**src/rtl/core/rbms_pkg.sv**
```systemverilog
package rbms_pkg;

    // Fixed-point format of every state word
    localparam int FRAC_BITS = 16;
    localparam int WORD_W    = 32;
    // dt is unsigned Q0.16
    localparam int DT_W      = 16;

    // Divider: |n| << FRAC_BITS, one quotient bit per cycle
    localparam int NUM_W   = WORD_W + FRAC_BITS;
    // Multiplier: 48-bit signed multiplicand by dt, one dt bit per cycle
    localparam int MCAND_W = WORD_W + DT_W;
    localparam int PROD_W  = MCAND_W + DT_W;
    localparam int CNT_W   = $clog2(NUM_W + 1);

    // v*dt and a*dt carry DT_W fraction bits; a*dt*dt/2 drops 2*DT_W+1
    localparam int T1_LSB  = DT_W;
    localparam int T2_LSB  = 2 * DT_W + 1;
    localparam int T2_W    = PROD_W - T2_LSB;
    localparam int SUM_W   = WORD_W + 2;

    typedef logic signed [WORD_W-1:0]  word_t;
    typedef logic signed [MCAND_W-1:0] mcand_t;
    typedef logic signed [PROD_W-1:0]  prod_t;
    typedef logic signed [SUM_W-1:0]   sum_t;
    typedef logic [DT_W-1:0]           dt_t;

    localparam word_t WORD_MAX = {1'b0, {(WORD_W-1){1'b1}}};
    localparam word_t WORD_MIN = {1'b1, {(WORD_W-1){1'b0}}};
    localparam word_t FIX_ONE  = word_t'(1 << FRAC_BITS);

    // Operation codes
    localparam logic [2:0] OP_FORCE    = 3'd0;
    localparam logic [2:0] OP_TORQUE   = 3'd1;
    localparam logic [2:0] OP_STEP     = 3'd2;
    localparam logic [2:0] OP_LOAD_POS = 3'd3;
    localparam logic [2:0] OP_LOAD_VEL = 3'd4;

    // Register indexes
    localparam logic [1:0] REG_BODY_TYPE = 2'd0;
    localparam logic [1:0] REG_BODY_MASS = 2'd1;
    localparam logic [1:0] REG_INERTIA   = 2'd2;

    // Body types
    localparam logic [1:0] BODY_STATIC    = 2'd0;
    localparam logic [1:0] BODY_KINEMATIC = 2'd1;
    localparam logic [1:0] BODY_DYNAMIC   = 2'd2;

    // Request to the serial unit
    typedef struct packed {
        logic start;
        logic divide;
    } rbms_cmd_t;

    // Status back from the serial unit
    typedef struct packed {
        logic done;
        logic fault;
    } rbms_sts_t;

    function automatic word_t sat_word(input sum_t x);
        logic hi_ones;
        logic hi_zeros;
        hi_ones  = &x[SUM_W-1:WORD_W-1];
        hi_zeros = ~(|x[SUM_W-1:WORD_W-1]);
        if (hi_ones || hi_zeros)
        begin
            return x[WORD_W-1:0];
        end
        return x[SUM_W-1] ? WORD_MIN : WORD_MAX;
    endfunction

endpackage

```
**src/rtl/core/rbms_item_if.sv**
```systemverilog
interface rbms_item_if import rbms_pkg::*; ();
    logic       valid;
    logic       ready;
    logic [2:0] operation;
    word_t      vec_x;
    word_t      vec_y;
    word_t      vec_z;
    word_t      torque_value;
    dt_t        time_step;

    modport source (
        output valid, operation, vec_x, vec_y, vec_z, torque_value, time_step,
        input  ready
    );
    modport sink (
        input  valid, operation, vec_x, vec_y, vec_z, torque_value, time_step,
        output ready
    );
endinterface

```
**src/rtl/core/rbms_result_if.sv**
```systemverilog
interface rbms_result_if import rbms_pkg::*; ();
    logic  valid;
    logic  ready;
    word_t pos_x;
    word_t pos_y;
    word_t pos_z;
    word_t vel_x;
    word_t vel_y;
    word_t vel_z;
    word_t body_angle;
    word_t angular_rate;
    logic  divide_fault;

    modport source (
        output valid, pos_x, pos_y, pos_z, vel_x, vel_y, vel_z,
               body_angle, angular_rate, divide_fault,
        input  ready
    );
    modport sink (
        input  valid, pos_x, pos_y, pos_z, vel_x, vel_y, vel_z,
               body_angle, angular_rate, divide_fault,
        output ready
    );
endinterface

```
**src/rtl/core/rbms_cfg_if.sv**
```systemverilog
interface rbms_cfg_if import rbms_pkg::*; ();
    logic       valid;
    logic       ready;
    logic [1:0] reg_index;
    word_t      data;

    modport source (
        output valid, reg_index, data,
        input  ready
    );
    modport sink (
        input  valid, reg_index, data,
        output ready
    );
endinterface

```
**src/rtl/core/rbms_serial_alu.sv**
```systemverilog
// Shared bit-serial unit: restoring divide (one quotient bit a cycle)
// or shift-add multiply by dt (one dt bit a cycle).
module rbms_serial_alu import rbms_pkg::*; (
    input  logic      clk,
    input  logic      rst_n,
    input  rbms_cmd_t cmd,
    input  word_t     num,
    input  word_t     den,
    input  mcand_t    mcand,
    input  dt_t       mplier,
    output rbms_sts_t sts,
    output word_t     quot,
    output prod_t     prod
);

    localparam logic [CNT_W-1:0] DIV_STEPS = CNT_W'(NUM_W);
    localparam logic [CNT_W-1:0] MUL_STEPS = CNT_W'(DT_W);

    logic             busy_reg,   busy_next;
    logic [CNT_W-1:0] cnt_reg,    cnt_next;
    logic             div_reg,    div_next;
    logic             fault_reg,  fault_next;

    logic [NUM_W-1:0]  sh_reg,     sh_next;
    logic [WORD_W-1:0] dvs_reg,    dvs_next;
    logic [WORD_W-1:0] rem_reg,    rem_next;
    logic [WORD_W-1:0] q_reg,      q_next;
    logic              sticky_reg, sticky_next;
    logic              neg_reg,    neg_next;
    mcand_t            mcand_reg,  mcand_next;
    prod_t             prod_reg,   prod_next;

    logic [WORD_W-1:0] num_mag;
    logic [WORD_W-1:0] den_mag;
    logic [WORD_W:0]   part;
    logic [WORD_W:0]   diff;
    logic [MCAND_W:0]  psum;
    logic              ovf;

    assign num_mag = num[WORD_W-1] ? (~num + 1'b1) : num;
    assign den_mag = den[WORD_W-1] ? (~den + 1'b1) : den;
    assign part    = {rem_reg, sh_reg[NUM_W-1]};
    assign diff    = part - {1'b0, dvs_reg};
    assign psum    = {prod_reg[PROD_W-1], prod_reg[PROD_W-1:DT_W]}
                   + (prod_reg[0] ? {mcand_reg[MCAND_W-1], mcand_reg} : '0);

    always_comb
    begin
        busy_next   = busy_reg;
        cnt_next    = cnt_reg;
        div_next    = div_reg;
        fault_next  = fault_reg;
        sh_next     = sh_reg;
        dvs_next    = dvs_reg;
        rem_next    = rem_reg;
        q_next      = q_reg;
        sticky_next = sticky_reg;
        neg_next    = neg_reg;
        mcand_next  = mcand_reg;
        prod_next   = prod_reg;

        if (cmd.start)
        begin
            busy_next = 1'b1;
            div_next  = cmd.divide;
            if (cmd.divide)
            begin
                q_next   = '0;
                rem_next = '0;
                sh_next  = {num_mag, {FRAC_BITS{1'b0}}};
                dvs_next = den_mag;
                if (den == '0)
                begin
                    // zero divisor: saturate by the numerator's sign; a zero numerator gives zero
                    cnt_next    = '0;
                    fault_next  = 1'b1;
                    sticky_next = |num;
                    neg_next    = num[WORD_W-1];
                end
                else
                begin
                    cnt_next    = DIV_STEPS;
                    fault_next  = 1'b0;
                    sticky_next = 1'b0;
                    neg_next    = num[WORD_W-1] ^ den[WORD_W-1];
                end
            end
            else
            begin
                cnt_next   = MUL_STEPS;
                fault_next = 1'b0;
                mcand_next = mcand;
                prod_next  = {{MCAND_W{1'b0}}, mplier};
            end
        end
        else if (busy_reg)
        begin
            if (cnt_reg == '0)
            begin
                busy_next = 1'b0;
            end
            else
            begin
                cnt_next = cnt_reg - 1'b1;
                if (div_reg)
                begin
                    sh_next     = {sh_reg[NUM_W-2:0], 1'b0};
                    sticky_next = sticky_reg | q_reg[WORD_W-1];
                    if (!diff[WORD_W])
                    begin
                        rem_next = diff[WORD_W-1:0];
                        q_next   = {q_reg[WORD_W-2:0], 1'b1};
                    end
                    else
                    begin
                        rem_next = part[WORD_W-1:0];
                        q_next   = {q_reg[WORD_W-2:0], 1'b0};
                    end
                end
                else
                begin
                    prod_next = {psum, prod_reg[DT_W-1:1]};
                end
            end
        end
    end

    always_ff @(posedge clk or negedge rst_n)
    begin
        if (!rst_n)
        begin
            busy_reg  <= 1'b0;
            cnt_reg   <= '0;
            div_reg   <= 1'b0;
            fault_reg <= 1'b0;
        end
        else
        begin
            busy_reg  <= busy_next;
            cnt_reg   <= cnt_next;
            div_reg   <= div_next;
            fault_reg <= fault_next;
        end
    end

    always_ff @(posedge clk)
    begin
        sh_reg     <= sh_next;
        dvs_reg    <= dvs_next;
        rem_reg    <= rem_next;
        q_reg      <= q_next;
        sticky_reg <= sticky_next;
        neg_reg    <= neg_next;
        mcand_reg  <= mcand_next;
        prod_reg   <= prod_next;
    end

    // quotient over 31 bits of magnitude saturates
    assign ovf = sticky_reg | q_reg[WORD_W-1];

    always_comb
    begin
        if (neg_reg)
        begin
            quot = ovf ? WORD_MIN : word_t'(-q_reg);
        end
        else
        begin
            quot = ovf ? WORD_MAX : word_t'(q_reg);
        end
    end

    assign sts.done  = busy_reg && (cnt_reg == '0);
    assign sts.fault = fault_reg;
    assign prod      = prod_reg;

endmodule

```
**src/rtl/core/rigid_body_motion_step.sv**
```systemverilog
// Rigid body motion step: constant-acceleration integrator for one body.
// Channels: item (sink) takes one command word - force, torque, time step,
//   load position or load velocity; result (source) returns one word per
//   item with the position, velocity, angle and angular rate after it,
//   plus divide_fault; cfg (sink, always ready) writes body type, mass and rotational
//   inertia, and the user must use it only while the block is idle (not enforced).
// Work from item to result, done on one shared bit-serial unit:
//   force on a dynamic body  one divide by the mass per axis (48-bit restoring
//     divide, one quotient bit per cycle; a zero mass faults, skips the steps),
//   torque                   one divide by the inertia (a zero one skips the steps),
//   time step                three multiplies by dt per axis (v*dt, a*dt,
//     (a*dt)*dt), axes x, y, z then angle, each axis then written back,
//   loads, unused codes, force on a static or kinematic body: no serial work.
// Throughput: one item at a time; item.ready is high in idle only, so a
//   new word is taken the cycle after the previous result is registered.
// Stall: the result sits in an output register; the next item is accepted
//   and worked on while it waits, and finishes once the register is free.
// Reset: all state zero, dynamic body, mass and inertia 1.0, no result.
module rigid_body_motion_step import rbms_pkg::*; (
    input logic            clk,
    input logic            rst_n,
    rbms_item_if.sink      item,
    rbms_result_if.source  result,
    rbms_cfg_if.sink       cfg
);

    // sequencer states
    localparam logic [2:0] S_IDLE     = 3'd0;
    localparam logic [2:0] S_DIV_GO   = 3'd1;
    localparam logic [2:0] S_DIV_WAIT = 3'd2;
    localparam logic [2:0] S_MUL_GO   = 3'd3;
    localparam logic [2:0] S_MUL_WAIT = 3'd4;
    localparam logic [2:0] S_WRITE    = 3'd5;
    localparam logic [2:0] S_FINISH   = 3'd6;

    // multiply phases of one axis in a time step
    localparam logic [1:0] PH_VT  = 2'd0;   // v*dt
    localparam logic [1:0] PH_AT  = 2'd1;   // a*dt
    localparam logic [1:0] PH_ADT = 2'd2;   // (a*dt)*dt

    // axis slots: x, y, z, then the angular one
    localparam int         AXES     = 4;
    localparam logic [1:0] LIN_LAST = 2'd2;
    localparam logic [1:0] ANG_AXIS = 2'd3;

    logic [2:0] state_reg, state_next;
    logic [1:0] axis_reg,  axis_next;
    logic [1:0] phase_reg, phase_next;
    logic       fault_reg, fault_next;
    logic       res_valid_reg, res_valid_next;
    logic       res_load;

    logic [1:0] type_reg,    type_next;
    word_t      mass_reg,    mass_next;
    word_t      inertia_reg, inertia_next;

    // body state; slot 3 holds the angular quantities
    word_t p_reg [AXES];
    word_t v_reg [AXES];
    word_t a_reg [AXES];
    word_t p_next [AXES];
    word_t v_next [AXES];
    word_t a_next [AXES];

    // item operands; slot 3 holds the torque
    word_t  vec_reg [AXES];
    dt_t    dt_reg;
    word_t  t1_reg;
    mcand_t m2_reg;

    word_t res_pos_reg [3];
    word_t res_vel_reg [3];
    word_t res_ang_reg;
    word_t res_rate_reg;
    logic  res_fault_reg;

    // serial unit hookup
    rbms_cmd_t cmd;
    rbms_sts_t sts;
    word_t     alu_num;
    word_t     alu_den;
    mcand_t    alu_mcand;
    word_t     quot;
    prod_t     prod;

    logic              item_acc;
    word_t             mass_eff;
    logic signed [T2_W-1:0] t2;
    word_t             m2_hi;
    sum_t              pos_sum;
    sum_t              vel_sum;

    assign item.ready = (state_reg == S_IDLE);
    assign item_acc   = item.valid && item.ready;
    assign cfg.ready  = 1'b1;

    // negative mass acts as 1.0
    assign mass_eff = mass_reg[WORD_W-1] ? FIX_ONE : mass_reg;

    assign alu_num = vec_reg[axis_reg];
    assign alu_den = (axis_reg == ANG_AXIS) ? inertia_reg : mass_eff;

    always_comb
    begin
        case (phase_reg)
            PH_VT:   alu_mcand = mcand_t'(v_reg[axis_reg]);
            PH_AT:   alu_mcand = mcand_t'(a_reg[axis_reg]);
            default: alu_mcand = m2_reg;
        endcase
    end

    rbms_serial_alu u_alu (
        .clk    (clk),
        .rst_n  (rst_n),
        .cmd    (cmd),
        .num    (alu_num),
        .den    (alu_den),
        .mcand  (alu_mcand),
        .mplier (dt_reg),
        .sts    (sts),
        .quot   (quot),
        .prod   (prod)
    );

    // p + floor(v*dt/2^16) + floor(a*dt*dt/2^33); v + floor(a*dt/2^16)
    assign t2      = prod[PROD_W-1:T2_LSB];
    assign m2_hi   = m2_reg[T1_LSB+WORD_W-1:T1_LSB];
    assign pos_sum = sum_t'(p_reg[axis_reg]) + sum_t'(t1_reg) + sum_t'(t2);
    assign vel_sum = sum_t'(v_reg[axis_reg]) + sum_t'(m2_hi);

    always_comb
    begin
        state_next     = state_reg;
        axis_next      = axis_reg;
        phase_next     = phase_reg;
        fault_next     = fault_reg;
        res_valid_next = res_valid_reg;
        res_load       = 1'b0;
        type_next      = type_reg;
        mass_next      = mass_reg;
        inertia_next   = inertia_reg;
        p_next         = p_reg;
        v_next         = v_reg;
        a_next         = a_reg;
        cmd            = '0;

        if (cfg.valid)
        begin
            case (cfg.reg_index)
                REG_BODY_TYPE: type_next    = cfg.data[1:0];
                REG_BODY_MASS: mass_next    = cfg.data;
                REG_INERTIA:   inertia_next = cfg.data;
                default:       ;
            endcase
        end

        if (res_valid_reg && result.ready)
        begin
            res_valid_next = 1'b0;
        end

        case (state_reg)
            S_IDLE:
            begin
                if (item_acc)
                begin
                    fault_next = 1'b0;
                    axis_next  = '0;
                    phase_next = PH_VT;
                    state_next = S_FINISH;
                    case (item.operation)
                        OP_FORCE:
                        begin
                            if (type_reg inside {BODY_STATIC, BODY_KINEMATIC})
                            begin
                                a_next[0] = '0;
                                a_next[1] = '0;
                                a_next[2] = '0;
                            end
                            else
                            begin
                                state_next = S_DIV_GO;
                            end
                        end
                        OP_TORQUE:
                        begin
                            axis_next  = ANG_AXIS;
                            state_next = S_DIV_GO;
                        end
                        OP_STEP:
                        begin
                            state_next = S_MUL_GO;
                        end
                        OP_LOAD_POS:
                        begin
                            p_next[0] = item.vec_x;
                            p_next[1] = item.vec_y;
                            p_next[2] = item.vec_z;
                        end
                        OP_LOAD_VEL:
                        begin
                            v_next[0] = item.vec_x;
                            v_next[1] = item.vec_y;
                            v_next[2] = item.vec_z;
                        end
                        default: ;
                    endcase
                end
            end
            S_DIV_GO:
            begin
                cmd.start  = 1'b1;
                cmd.divide = 1'b1;
                state_next = S_DIV_WAIT;
            end
            S_DIV_WAIT:
            begin
                if (sts.done)
                begin
                    a_next[axis_reg] = quot;
                    fault_next       = fault_reg | sts.fault;
                    if (axis_reg == LIN_LAST || axis_reg == ANG_AXIS)
                    begin
                        state_next = S_FINISH;
                    end
                    else
                    begin
                        axis_next  = axis_reg + 1'b1;
                        state_next = S_DIV_GO;
                    end
                end
            end
            S_MUL_GO:
            begin
                cmd.start  = 1'b1;
                cmd.divide = 1'b0;
                state_next = S_MUL_WAIT;
            end
            S_MUL_WAIT:
            begin
                if (sts.done)
                begin
                    case (phase_reg)
                        PH_VT:
                        begin
                            phase_next = PH_AT;
                            state_next = S_MUL_GO;
                        end
                        PH_AT:
                        begin
                            phase_next = PH_ADT;
                            state_next = S_MUL_GO;
                        end
                        default:
                        begin
                            state_next = S_WRITE;
                        end
                    endcase
                end
            end
            S_WRITE:
            begin
                p_next[axis_reg] = sat_word(pos_sum);
                // a static body keeps no linear velocity
                if (type_reg == BODY_STATIC && axis_reg != ANG_AXIS)
                begin
                    v_next[axis_reg] = '0;
                end
                else
                begin
                    v_next[axis_reg] = sat_word(vel_sum);
                end
                phase_next = PH_VT;
                if (axis_reg == ANG_AXIS)
                begin
                    state_next = S_FINISH;
                end
                else
                begin
                    axis_next  = axis_reg + 1'b1;
                    state_next = S_MUL_GO;
                end
            end
            S_FINISH:
            begin
                // wait for the output register to be free
                if (!res_valid_reg || result.ready)
                begin
                    res_load       = 1'b1;
                    res_valid_next = 1'b1;
                    state_next     = S_IDLE;
                end
            end
            default:
            begin
                state_next = S_IDLE;
            end
        endcase
    end

    always_ff @(posedge clk or negedge rst_n)
    begin
        if (!rst_n)
        begin
            state_reg     <= S_IDLE;
            axis_reg      <= '0;
            phase_reg     <= PH_VT;
            fault_reg     <= 1'b0;
            res_valid_reg <= 1'b0;
            type_reg      <= BODY_DYNAMIC;
            mass_reg      <= FIX_ONE;
            inertia_reg   <= FIX_ONE;
            for (int i = 0; i < AXES; i++)
            begin
                p_reg[i] <= '0;
                v_reg[i] <= '0;
                a_reg[i] <= '0;
            end
        end
        else
        begin
            state_reg     <= state_next;
            axis_reg      <= axis_next;
            phase_reg     <= phase_next;
            fault_reg     <= fault_next;
            res_valid_reg <= res_valid_next;
            type_reg      <= type_next;
            mass_reg      <= mass_next;
            inertia_reg   <= inertia_next;
            p_reg         <= p_next;
            v_reg         <= v_next;
            a_reg         <= a_next;
        end
    end

    // operand and result words, no reset
    always_ff @(posedge clk)
    begin
        if (item_acc)
        begin
            vec_reg[0]      <= item.vec_x;
            vec_reg[1]      <= item.vec_y;
            vec_reg[2]      <= item.vec_z;
            vec_reg[3]      <= item.torque_value;
            dt_reg          <= item.time_step;
        end
        if (state_reg == S_MUL_WAIT && sts.done)
        begin
            if (phase_reg == PH_VT)
            begin
                t1_reg <= prod[T1_LSB+WORD_W-1:T1_LSB];
            end
            if (phase_reg == PH_AT)
            begin
                m2_reg <= prod[MCAND_W-1:0];
            end
        end
        if (res_load)
        begin
            for (int i = 0; i < 3; i++)
            begin
                res_pos_reg[i] <= p_reg[i];
                res_vel_reg[i] <= v_reg[i];
            end
            res_ang_reg   <= p_reg[ANG_AXIS];
            res_rate_reg  <= v_reg[ANG_AXIS];
            res_fault_reg <= fault_reg;
        end
    end

    assign result.valid        = res_valid_reg;
    assign result.pos_x        = res_pos_reg[0];
    assign result.pos_y        = res_pos_reg[1];
    assign result.pos_z        = res_pos_reg[2];
    assign result.vel_x        = res_vel_reg[0];
    assign result.vel_y        = res_vel_reg[1];
    assign result.vel_z        = res_vel_reg[2];
    assign result.body_angle   = res_ang_reg;
    assign result.angular_rate = res_rate_reg;
    assign result.divide_fault = res_fault_reg;

endmodule
```
**src/flat_wrapper.sv**
```systemverilog
// flat-port wrapper written by rule: the top's interface ports become plain ports
module rigid_body_motion_step_flat import rbms_pkg::*;
  (clk, rst_n, item_valid, item_operation, item_vec_x, item_vec_y, item_vec_z, item_torque_value, item_time_step, item_ready, result_valid, result_pos_x, result_pos_y, result_pos_z, result_vel_x, result_vel_y, result_vel_z, result_body_angle, result_angular_rate, result_divide_fault, result_ready, cfg_valid, cfg_reg_index, cfg_data, cfg_ready);
  rbms_item_if item_i ();
  rbms_result_if result_i ();
  rbms_cfg_if cfg_i ();
  input logic clk;
  input logic rst_n;
  input wire logic [$bits(item_i.valid)-1:0] item_valid;
  input wire logic [$bits(item_i.operation)-1:0] item_operation;
  input wire logic [$bits(item_i.vec_x)-1:0] item_vec_x;
  input wire logic [$bits(item_i.vec_y)-1:0] item_vec_y;
  input wire logic [$bits(item_i.vec_z)-1:0] item_vec_z;
  input wire logic [$bits(item_i.torque_value)-1:0] item_torque_value;
  input wire logic [$bits(item_i.time_step)-1:0] item_time_step;
  output wire logic [$bits(item_i.ready)-1:0] item_ready;
  output wire logic [$bits(result_i.valid)-1:0] result_valid;
  output wire logic [$bits(result_i.pos_x)-1:0] result_pos_x;
  output wire logic [$bits(result_i.pos_y)-1:0] result_pos_y;
  output wire logic [$bits(result_i.pos_z)-1:0] result_pos_z;
  output wire logic [$bits(result_i.vel_x)-1:0] result_vel_x;
  output wire logic [$bits(result_i.vel_y)-1:0] result_vel_y;
  output wire logic [$bits(result_i.vel_z)-1:0] result_vel_z;
  output wire logic [$bits(result_i.body_angle)-1:0] result_body_angle;
  output wire logic [$bits(result_i.angular_rate)-1:0] result_angular_rate;
  output wire logic [$bits(result_i.divide_fault)-1:0] result_divide_fault;
  input wire logic [$bits(result_i.ready)-1:0] result_ready;
  input wire logic [$bits(cfg_i.valid)-1:0] cfg_valid;
  input wire logic [$bits(cfg_i.reg_index)-1:0] cfg_reg_index;
  input wire logic [$bits(cfg_i.data)-1:0] cfg_data;
  output wire logic [$bits(cfg_i.ready)-1:0] cfg_ready;
  assign item_i.valid = item_valid;
  assign item_i.operation = item_operation;
  assign item_i.vec_x = item_vec_x;
  assign item_i.vec_y = item_vec_y;
  assign item_i.vec_z = item_vec_z;
  assign item_i.torque_value = item_torque_value;
  assign item_i.time_step = item_time_step;
  assign item_ready = item_i.ready;
  assign result_valid = result_i.valid;
  assign result_pos_x = result_i.pos_x;
  assign result_pos_y = result_i.pos_y;
  assign result_pos_z = result_i.pos_z;
  assign result_vel_x = result_i.vel_x;
  assign result_vel_y = result_i.vel_y;
  assign result_vel_z = result_i.vel_z;
  assign result_body_angle = result_i.body_angle;
  assign result_angular_rate = result_i.angular_rate;
  assign result_divide_fault = result_i.divide_fault;
  assign result_i.ready = result_ready;
  assign cfg_i.valid = cfg_valid;
  assign cfg_i.reg_index = cfg_reg_index;
  assign cfg_i.data = cfg_data;
  assign cfg_ready = cfg_i.ready;
  rigid_body_motion_step u_core (.clk(clk), .rst_n(rst_n), .item(item_i), .result(result_i), .cfg(cfg_i));
endmodule
```
**config.mk**
```make
export PLATFORM = sky130hd
export DESIGN_NAME = rigid_body_motion_step_flat
export DESIGN_NICKNAME = d
export VERILOG_FILES = /design/src/rtl/core/rbms_pkg.sv /design/src/rtl/core/rbms_item_if.sv /design/src/rtl/core/rbms_result_if.sv /design/src/rtl/core/rbms_cfg_if.sv /design/src/rtl/core/rbms_serial_alu.sv /design/src/rtl/core/rigid_body_motion_step.sv /design/src/flat_wrapper.sv
export SDC_FILE = /design/constraint.sdc
export NUM_CORES = 2
export LEC_CHECK = 0
export BUFFER_PORTS_ARGS = -buffer_cell sky130_fd_sc_hd__buf_2
export CAP_MARGIN = 10
export CELL_PAD_IN_SITES_DETAIL_PLACEMENT = 0
export CELL_PAD_IN_SITES_GLOBAL_PLACEMENT = 1
export CORE_MARGIN = 2
export CORE_UTILIZATION = 39
export DETAILED_ROUTE_END_ITERATION = 6
export GPL_TIMING_DRIVEN = 0
export PLACE_DENSITY_LB_ADDON = 0.3
export SETUP_SLACK_MARGIN = 0.15
export SYNTH_ARGS = -nofsm -noshare
export SYNTH_HDL_FRONTEND = slang
export SYNTH_SLANG_ARGS = --single-unit
```
**constraint.sdc**
```tcl
create_clock -name clk -period 13.66 [get_ports clk]
set_input_delay 0 -clock clk [delete_from_list [all_inputs] [get_ports clk]]
set_output_delay 0 -clock clk [all_outputs]
set_load 0.01 [all_outputs]
```
* Word level (Yosys, flattened, before mapping)
Memories as Yosys holds them, arrays and structs flattened.
Index checks and enable logic that the tools add are counted.
** Word-level totals
- Memory bits (writable) :: 320
- Memories kept :: 3
- Bits of input ports :: 186
- Logic and storage cells :: 266
- Register bits after elaboration :: 887
- Output and inout port bits :: 260
** Memory list
- u_core.vec_reg :: words 4, width 32, read ports 1, clocked after memory_dff 0, wr ports 4, line rigid_body_motion_step.sv:66 : word_t vec_reg [AXES];
- u_core.res_pos_reg :: words 3, width 32, read ports 3, clocked after memory_dff 0, wr ports 3, line rigid_body_motion_step.sv:71 : word_t res_pos_reg [3];
- u_core.res_vel_reg :: words 3, width 32, read ports 3, clocked after memory_dff 0, wr ports 3, line rigid_body_motion_step.sv:72 : word_t res_vel_reg [3];
** Cells by class
- Magnitude comparators :: 2
- Add/sub/neg operators :: 10
- Bitwise operators :: 11
- Equality and inequality tests :: 32
- Muxes and demuxes :: 120
- Reduce and logical (&&, ||, !) cells :: 49
** Operators with widths (number)
- $mux 32 :: 31
- $mux 96 :: 7
- $pmux 96 s2 :: 3
- $bwmux 128 :: 3
- $mux 64 :: 5
- $mux 128 :: 2
- $mux 48 :: 5
- $bmux 32 s2 :: 3
- $and 128x128->128 :: 1
- $not 128->128 :: 1
- $pmux 48 s2 :: 1
- $add 32x32->33 :: 2
- $add 32x1->32 const B :: 2
- $demux 32 s2 :: 1
- $not 32->32 :: 2
- $mux 31 :: 2
- $add 49x49->49 :: 1
- $mux 49 :: 1
- $add 33x31->34 :: 1
- $sub 33x32->33 :: 1
- $logic_not 32->1 :: 1
- $neg 32->32 :: 1
- $reduce_or 32->1 :: 1
- $mux 6 :: 5
- other kinds (38) :: 141

* Logic depth before layout (Yosys ltp)
- Word-level depth :: 17
- Mapped depth :: 25
- Depth with buffers taken out :: 17

* By module
From an unflattened synthesis, not the netlist that was laid out.
** Unflattened totals
- Cells, all modules :: 4705
- Area, all modules :: 57222.4 µm²
** Modules (own cells, without submodules)
- rigid_body_motion_step :: area an instance 41357.2 µm², instances 1, cells each 3146
- rbms_serial_alu :: area an instance 15865.2 µm², instances 1, cells each 1559

* Worst setup path after synthesis
No wires, ideal clock.
- Kind :: register to register
- From :: reg u_core.state_reg[1]
- To :: mem u_core.res_pos_reg[0][0] in the netlist's numbering (enable)
- Data arrival time :: 12.289 ns
- Stages on the path, launching flop included :: 5
- Slack :: 0.462 ns
- Buffers on the path :: 2
- Cells stage by stage :: dfrtp_1 > clkbuf_1 > clkbuf_1 > nand3b_1 > nor2b_1
** RTL lines
- start, declared :: line rigid_body_motion_step.sv:46 : logic [2:0] state_reg, state_next;
- start signal, assigned :: line rigid_body_motion_step.sv:322 : state_reg <= state_next;
- end, declared :: line rigid_body_motion_step.sv:71

* Worst setup path in the final report
- From :: reg u_core.axis_reg[1]
- To :: reg u_core.p_reg[109] in the netlist's numbering
** Between the ends
- Cells in the longest elaborated chain, start to end :: 15
** RTL lines
- start, declared :: line rigid_body_motion_step.sv:47 : logic [1:0] axis_reg, axis_next;
- start signal, assigned :: line rigid_body_motion_step.sv:323 : axis_reg <= axis_next;
- $not 2->3 (implied by the code) * :: line rigid_body_motion_step.sv:128, rigid_body_motion_step.sv:263
- $bmux 32 s2 :: line rigid_body_motion_step.sv:128 : assign pos_sum = sum_t'(p_reg[axis_reg]) + sum_t'(t1_reg) + sum_t'(t2);
- $mux 32 (implied by the code) (2 in series) :: line rigid_body_motion_step.sv:128
- $add 32x32->33 :: line rigid_body_motion_step.sv:128
- $add 33x31->34 :: line rigid_body_motion_step.sv:128
- $reduce_or 3->1 :: line rbms_pkg.sv:65 : hi_zeros = ~(|x[SUM_W-1:WORD_W-1]);
- $not 1->1 :: line rbms_pkg.sv:65
- $logic_or 1x1->1 :: line rbms_pkg.sv:66 : if (hi_ones || hi_zeros)
- $mux 1 :: line rbms_pkg.sv:66
- $mux 1 :: line rigid_body_motion_step.sv:162 : case (state_reg)
- $mux 32 :: line rbms_pkg.sv:70 : return x[SUM_W-1] ? WORD_MIN : WORD_MAX;
- $mux 32 :: line rigid_body_motion_step.sv:162
- $bwmux 128 * :: line rigid_body_motion_step.sv:263 : p_next[axis_reg] = sat_word(pos_sum);
- $pmux 96 s2 * :: line rigid_body_motion_step.sv:162
- end signal, assigned :: line rigid_body_motion_step.sv:330 : p_reg <= p_next;
- end, declared :: line rigid_body_motion_step.sv:58 : word_t p_reg [AXES];
Mark *: on every way between the ends. The rest lies on a longest branch, timed or not. The select of a mux whose other input is x is not followed.
A chain may end at the register's enable or synchronous reset.

==> impl_metrics.tcl <==
set metrics [dict create \
    dp.cells 7148 \
    layout-drive-gt1-share_pct 17.0 \
    gp_congestion 0.997 \
    critPathLaunchType "flip-flop" \
    final_cells 7677 \
    setup_viol 0 \
    clk_path_buf_depth 3 \
    multiInputGateArea_sq_um 22500 \
    insertion_delay_ps 810 \
    drtPass1Iterations 7 \
    cts_sinks 1191 \
    rows 140 \
    ys_ff_latch 1191 \
    die_x_um 388 \
    yosysSeqAreaShare_pct 58.2 \
    overflow 0 \
    critPathRequiredTime_ps 14360 \
    slew_viol_final 0 \
    synth.avg_cell_area_sq_um 12.1 \
    netlist_area_sq_um 57400 \
    die_area_sq_um 150000 \
    endpoint_kind "flip-flop" \
    grt_pass1_vias 43620 \
    htree_levels 4 \
    fin_skew_ps 55.2 \
    fin_area_sq_um 70100 \
    vias_per_cell 5.91 \
    grt_max_degree 115 \
    ant_nets 0 \
    tns_ps 0 \
    rsz0062_at_grt "false" \
    vias 45348 \
    critPathKind "flip-flop to flip-flop" \
    seq_area_sq_um 33400 \
    grt_pass1_wl_um 325000 \
    run_status "finished clean" \
    hold_path.class "primary input to flip-flop" \
    start_util_pct 39.3 \
    fmax_mhz 99.0 \
    synth_fp_nets 5125 \
    fin_ws_ps 3560 \
    crit_fanout 10 \
    cts_made_buffers 135 \
    dpl.hpwl_um 178000 \
    antenna_found_initial 36 \
    synth-main-ff-cell "edfxtp_1" \
    drv_cap 0 \
    hold_violations 0 \
    nNetsFinal 6011 \
    dieHeight_um 388 \
    ioPinCount 446 \
    synth_area_leaders "edfxtp_1, dfrtp_1, mux4_2, o21ai_0, ha_1" \
    yosys.area.top_type "edfxtp_1" \
    worstPathArrival_ps 10800 \
    yosys_warnings 0 \
    cts_tree "built" \
    wl_per_cell_um 30.0 \
    fillers 13233 \
    syn2layout_area_growth_pct 22.2 \
    drt-total-wl_um 230000 \
    netlist_instances 4751 \
    period_needed_ps 10100 \
    path_clk_slew_ps 60 \
    ys_async_sr_fraction_pct 39.3 \
    worst_pin_slew_ps 1270 \
    place_ws_ps 3820 \
    synth_edf_count 723 \
    synth_cell_types 97 \
    coreArea_sq_um 146000 \
    placed_area_sq_um 62800 \
    root_buffer "clkbuf_16" \
    post_cts_buffers 0 \
    slew-limit-headroom_pct 14.6 \
    track_usage_pct 30.2 \
    drcViolationCount 0 \
    period_share_pct 74.0 \
    detail_route.iter0.violations 5679 \
    port_buffers 443 \
    netlist.area_leader.share_pct 37.8 \
]
==> cell usage after synthesis, types with 25 or more instances <==
| master | number |
|---|---|
| mux2_2 | 81 |
| or3_1 | 25 |
| clkbuf_1 | 206 |
| mux4_2 | 127 |
| ha_1 | 152 |
| xor2_1 | 64 |
| o21a_1 | 74 |
| o31ai_1 | 47 |
| a21oi_1 | 273 |
| and2_1 | 93 |
| nand2b_1 | 35 |
| edfxtp_1 | 723 |
| nand3_1 | 43 |
| o21ai_0 | 488 |
| inv_1 | 107 |
| nor3_1 | 86 |
| xnor2_1 | 103 |
| a22oi_1 | 116 |
| mux2i_1 | 37 |
| nor2_1 | 277 |
| a211oi_1 | 43 |
| o21bai_1 | 26 |
| buf_1 | 26 |
| dfrtp_1 | 465 |
| a21o_1 | 85 |
| a22o_1 | 29 |
| fa_1 | 36 |
| nand2_1 | 496 |
==> final timing paths <==
kind | start | end | slack [ps] | depth (start not counted)
setup / recovery | u_core.axis_reg[1] | u_core.p_reg[109] | 3560 | 21
min in group asynchronous | rst_n | u_core.type_reg[1] | 340 | 3
setup reg to reg | u_core.axis_reg[1] | u_core.p_reg[109] | 3560 | 21
hold reg to reg | u_core.u_alu.prod[5] | u_core.m2_reg[5] | 440 | 0
max in group asynchronous | rst_n | u_core.p_reg[22] | 12070 | 6
hold / removal | item_vec_x[14] | u_core.vec_reg[0][14] | 50 | 2
==> routing by layer <==
metal	global-route usage, %	wire length (um)	vias to the layer above
met4	14.6	12800	4
met1	40.1	90900	22866
met5	0	14	-
met3	5.84	21400	447
li1	-	-	19609
met2	47.5	105000	2422
==> cells in the final DEF, fill, tap and decap left out, types with 81 or more instances in the layout <==
cell type      instances
dfrtp_1              465
dlygate4sd3_1        267
o21ai_0              488
edfxtp_1             723
nand2_1              496
xnor2_1              103
mux2_2                81
and2_1                91
mux4_2               127
clkbuf_1             239
a22oi_1              116
inv_1                107
nor3_1                84
nor2_1               275
ha_1                 152
a21oi_1              273
buf_2                461
a21o_1                85
clkbuf_16            137
==> through the flow <==
stage	hold slack [ps]	util [%]
2_1_floorplan	-296	-
3_3_place_gp	178	42.5
4_1_cts	2.02	48.0
5_1_grt	37.8	48.0
6_report	52.8	48.1
3_5_place_dp	-37.1	43.0
==> layout make-up <==
cell class | instances | area share [%]
Multi-Input combinational cell | 3195 | 32.1
Clock inverter | 70 | 1.33
Buffer | 258 | 1.52
Timing Repair Buffer | 749 | 8.05
Antenna cell | 8 | 0.0285
Inverter | 107 | 0.573
Tap cell | 1917 | 3.42
Clock buffer | 182 | 5.29
Sequential cell | 1191 | 47.7
==> worst max-delay path, cell delays in order (launching register included) <==
cell and delay (ps):
dfrtp_1 610, clkbuf_1 490, buf_2 460, buf_2 430, clkbuf_1 870, clkbuf_1 620
buf_8 250, buf_1 710, mux4_2 560, fa_1 530, ha_1 280, or3_1 440
o21ba_2 230, a2111oi_0 620, o21ba_2 300, o31a_1 140, clkbuf_1 440, o21ai_1 470
nand3_1 500, clkbuf_1 540, o21ai_0 250, o21a_1 170
==> logic make-up (layout without fill, tap and decap cells) <==
| family | Yosys count | in the layout | share of synthesized area (%) |
|---|---|---|---|
| other | 1 | 9 | 0.00653 |
| buffers and inverters | 365 | 1366 | 2.55 |
| AOI/OAI and AO/OA | 1388 | 1388 | 15.2 |
| muxes | 245 | 245 | 7.22 |
| xor gates and xnor gates | 167 | 167 | 2.55 |
| DFF | 1191 | 1191 | 58.2 |
| adders and majority gates | 188 | 188 | 4.57 |
| and+or+nand+nor | 1206 | 1206 | 9.70 |
==> what timing repair did <==
action / CTS / global route
hold buffers: 267 / 0
resized for setup: 0 / 0
hold endpoints to repair: 625 / 0
Power is not shown: default switching activity piles up to over one toggle a cycle in this logic, so the estimate is an artifact.
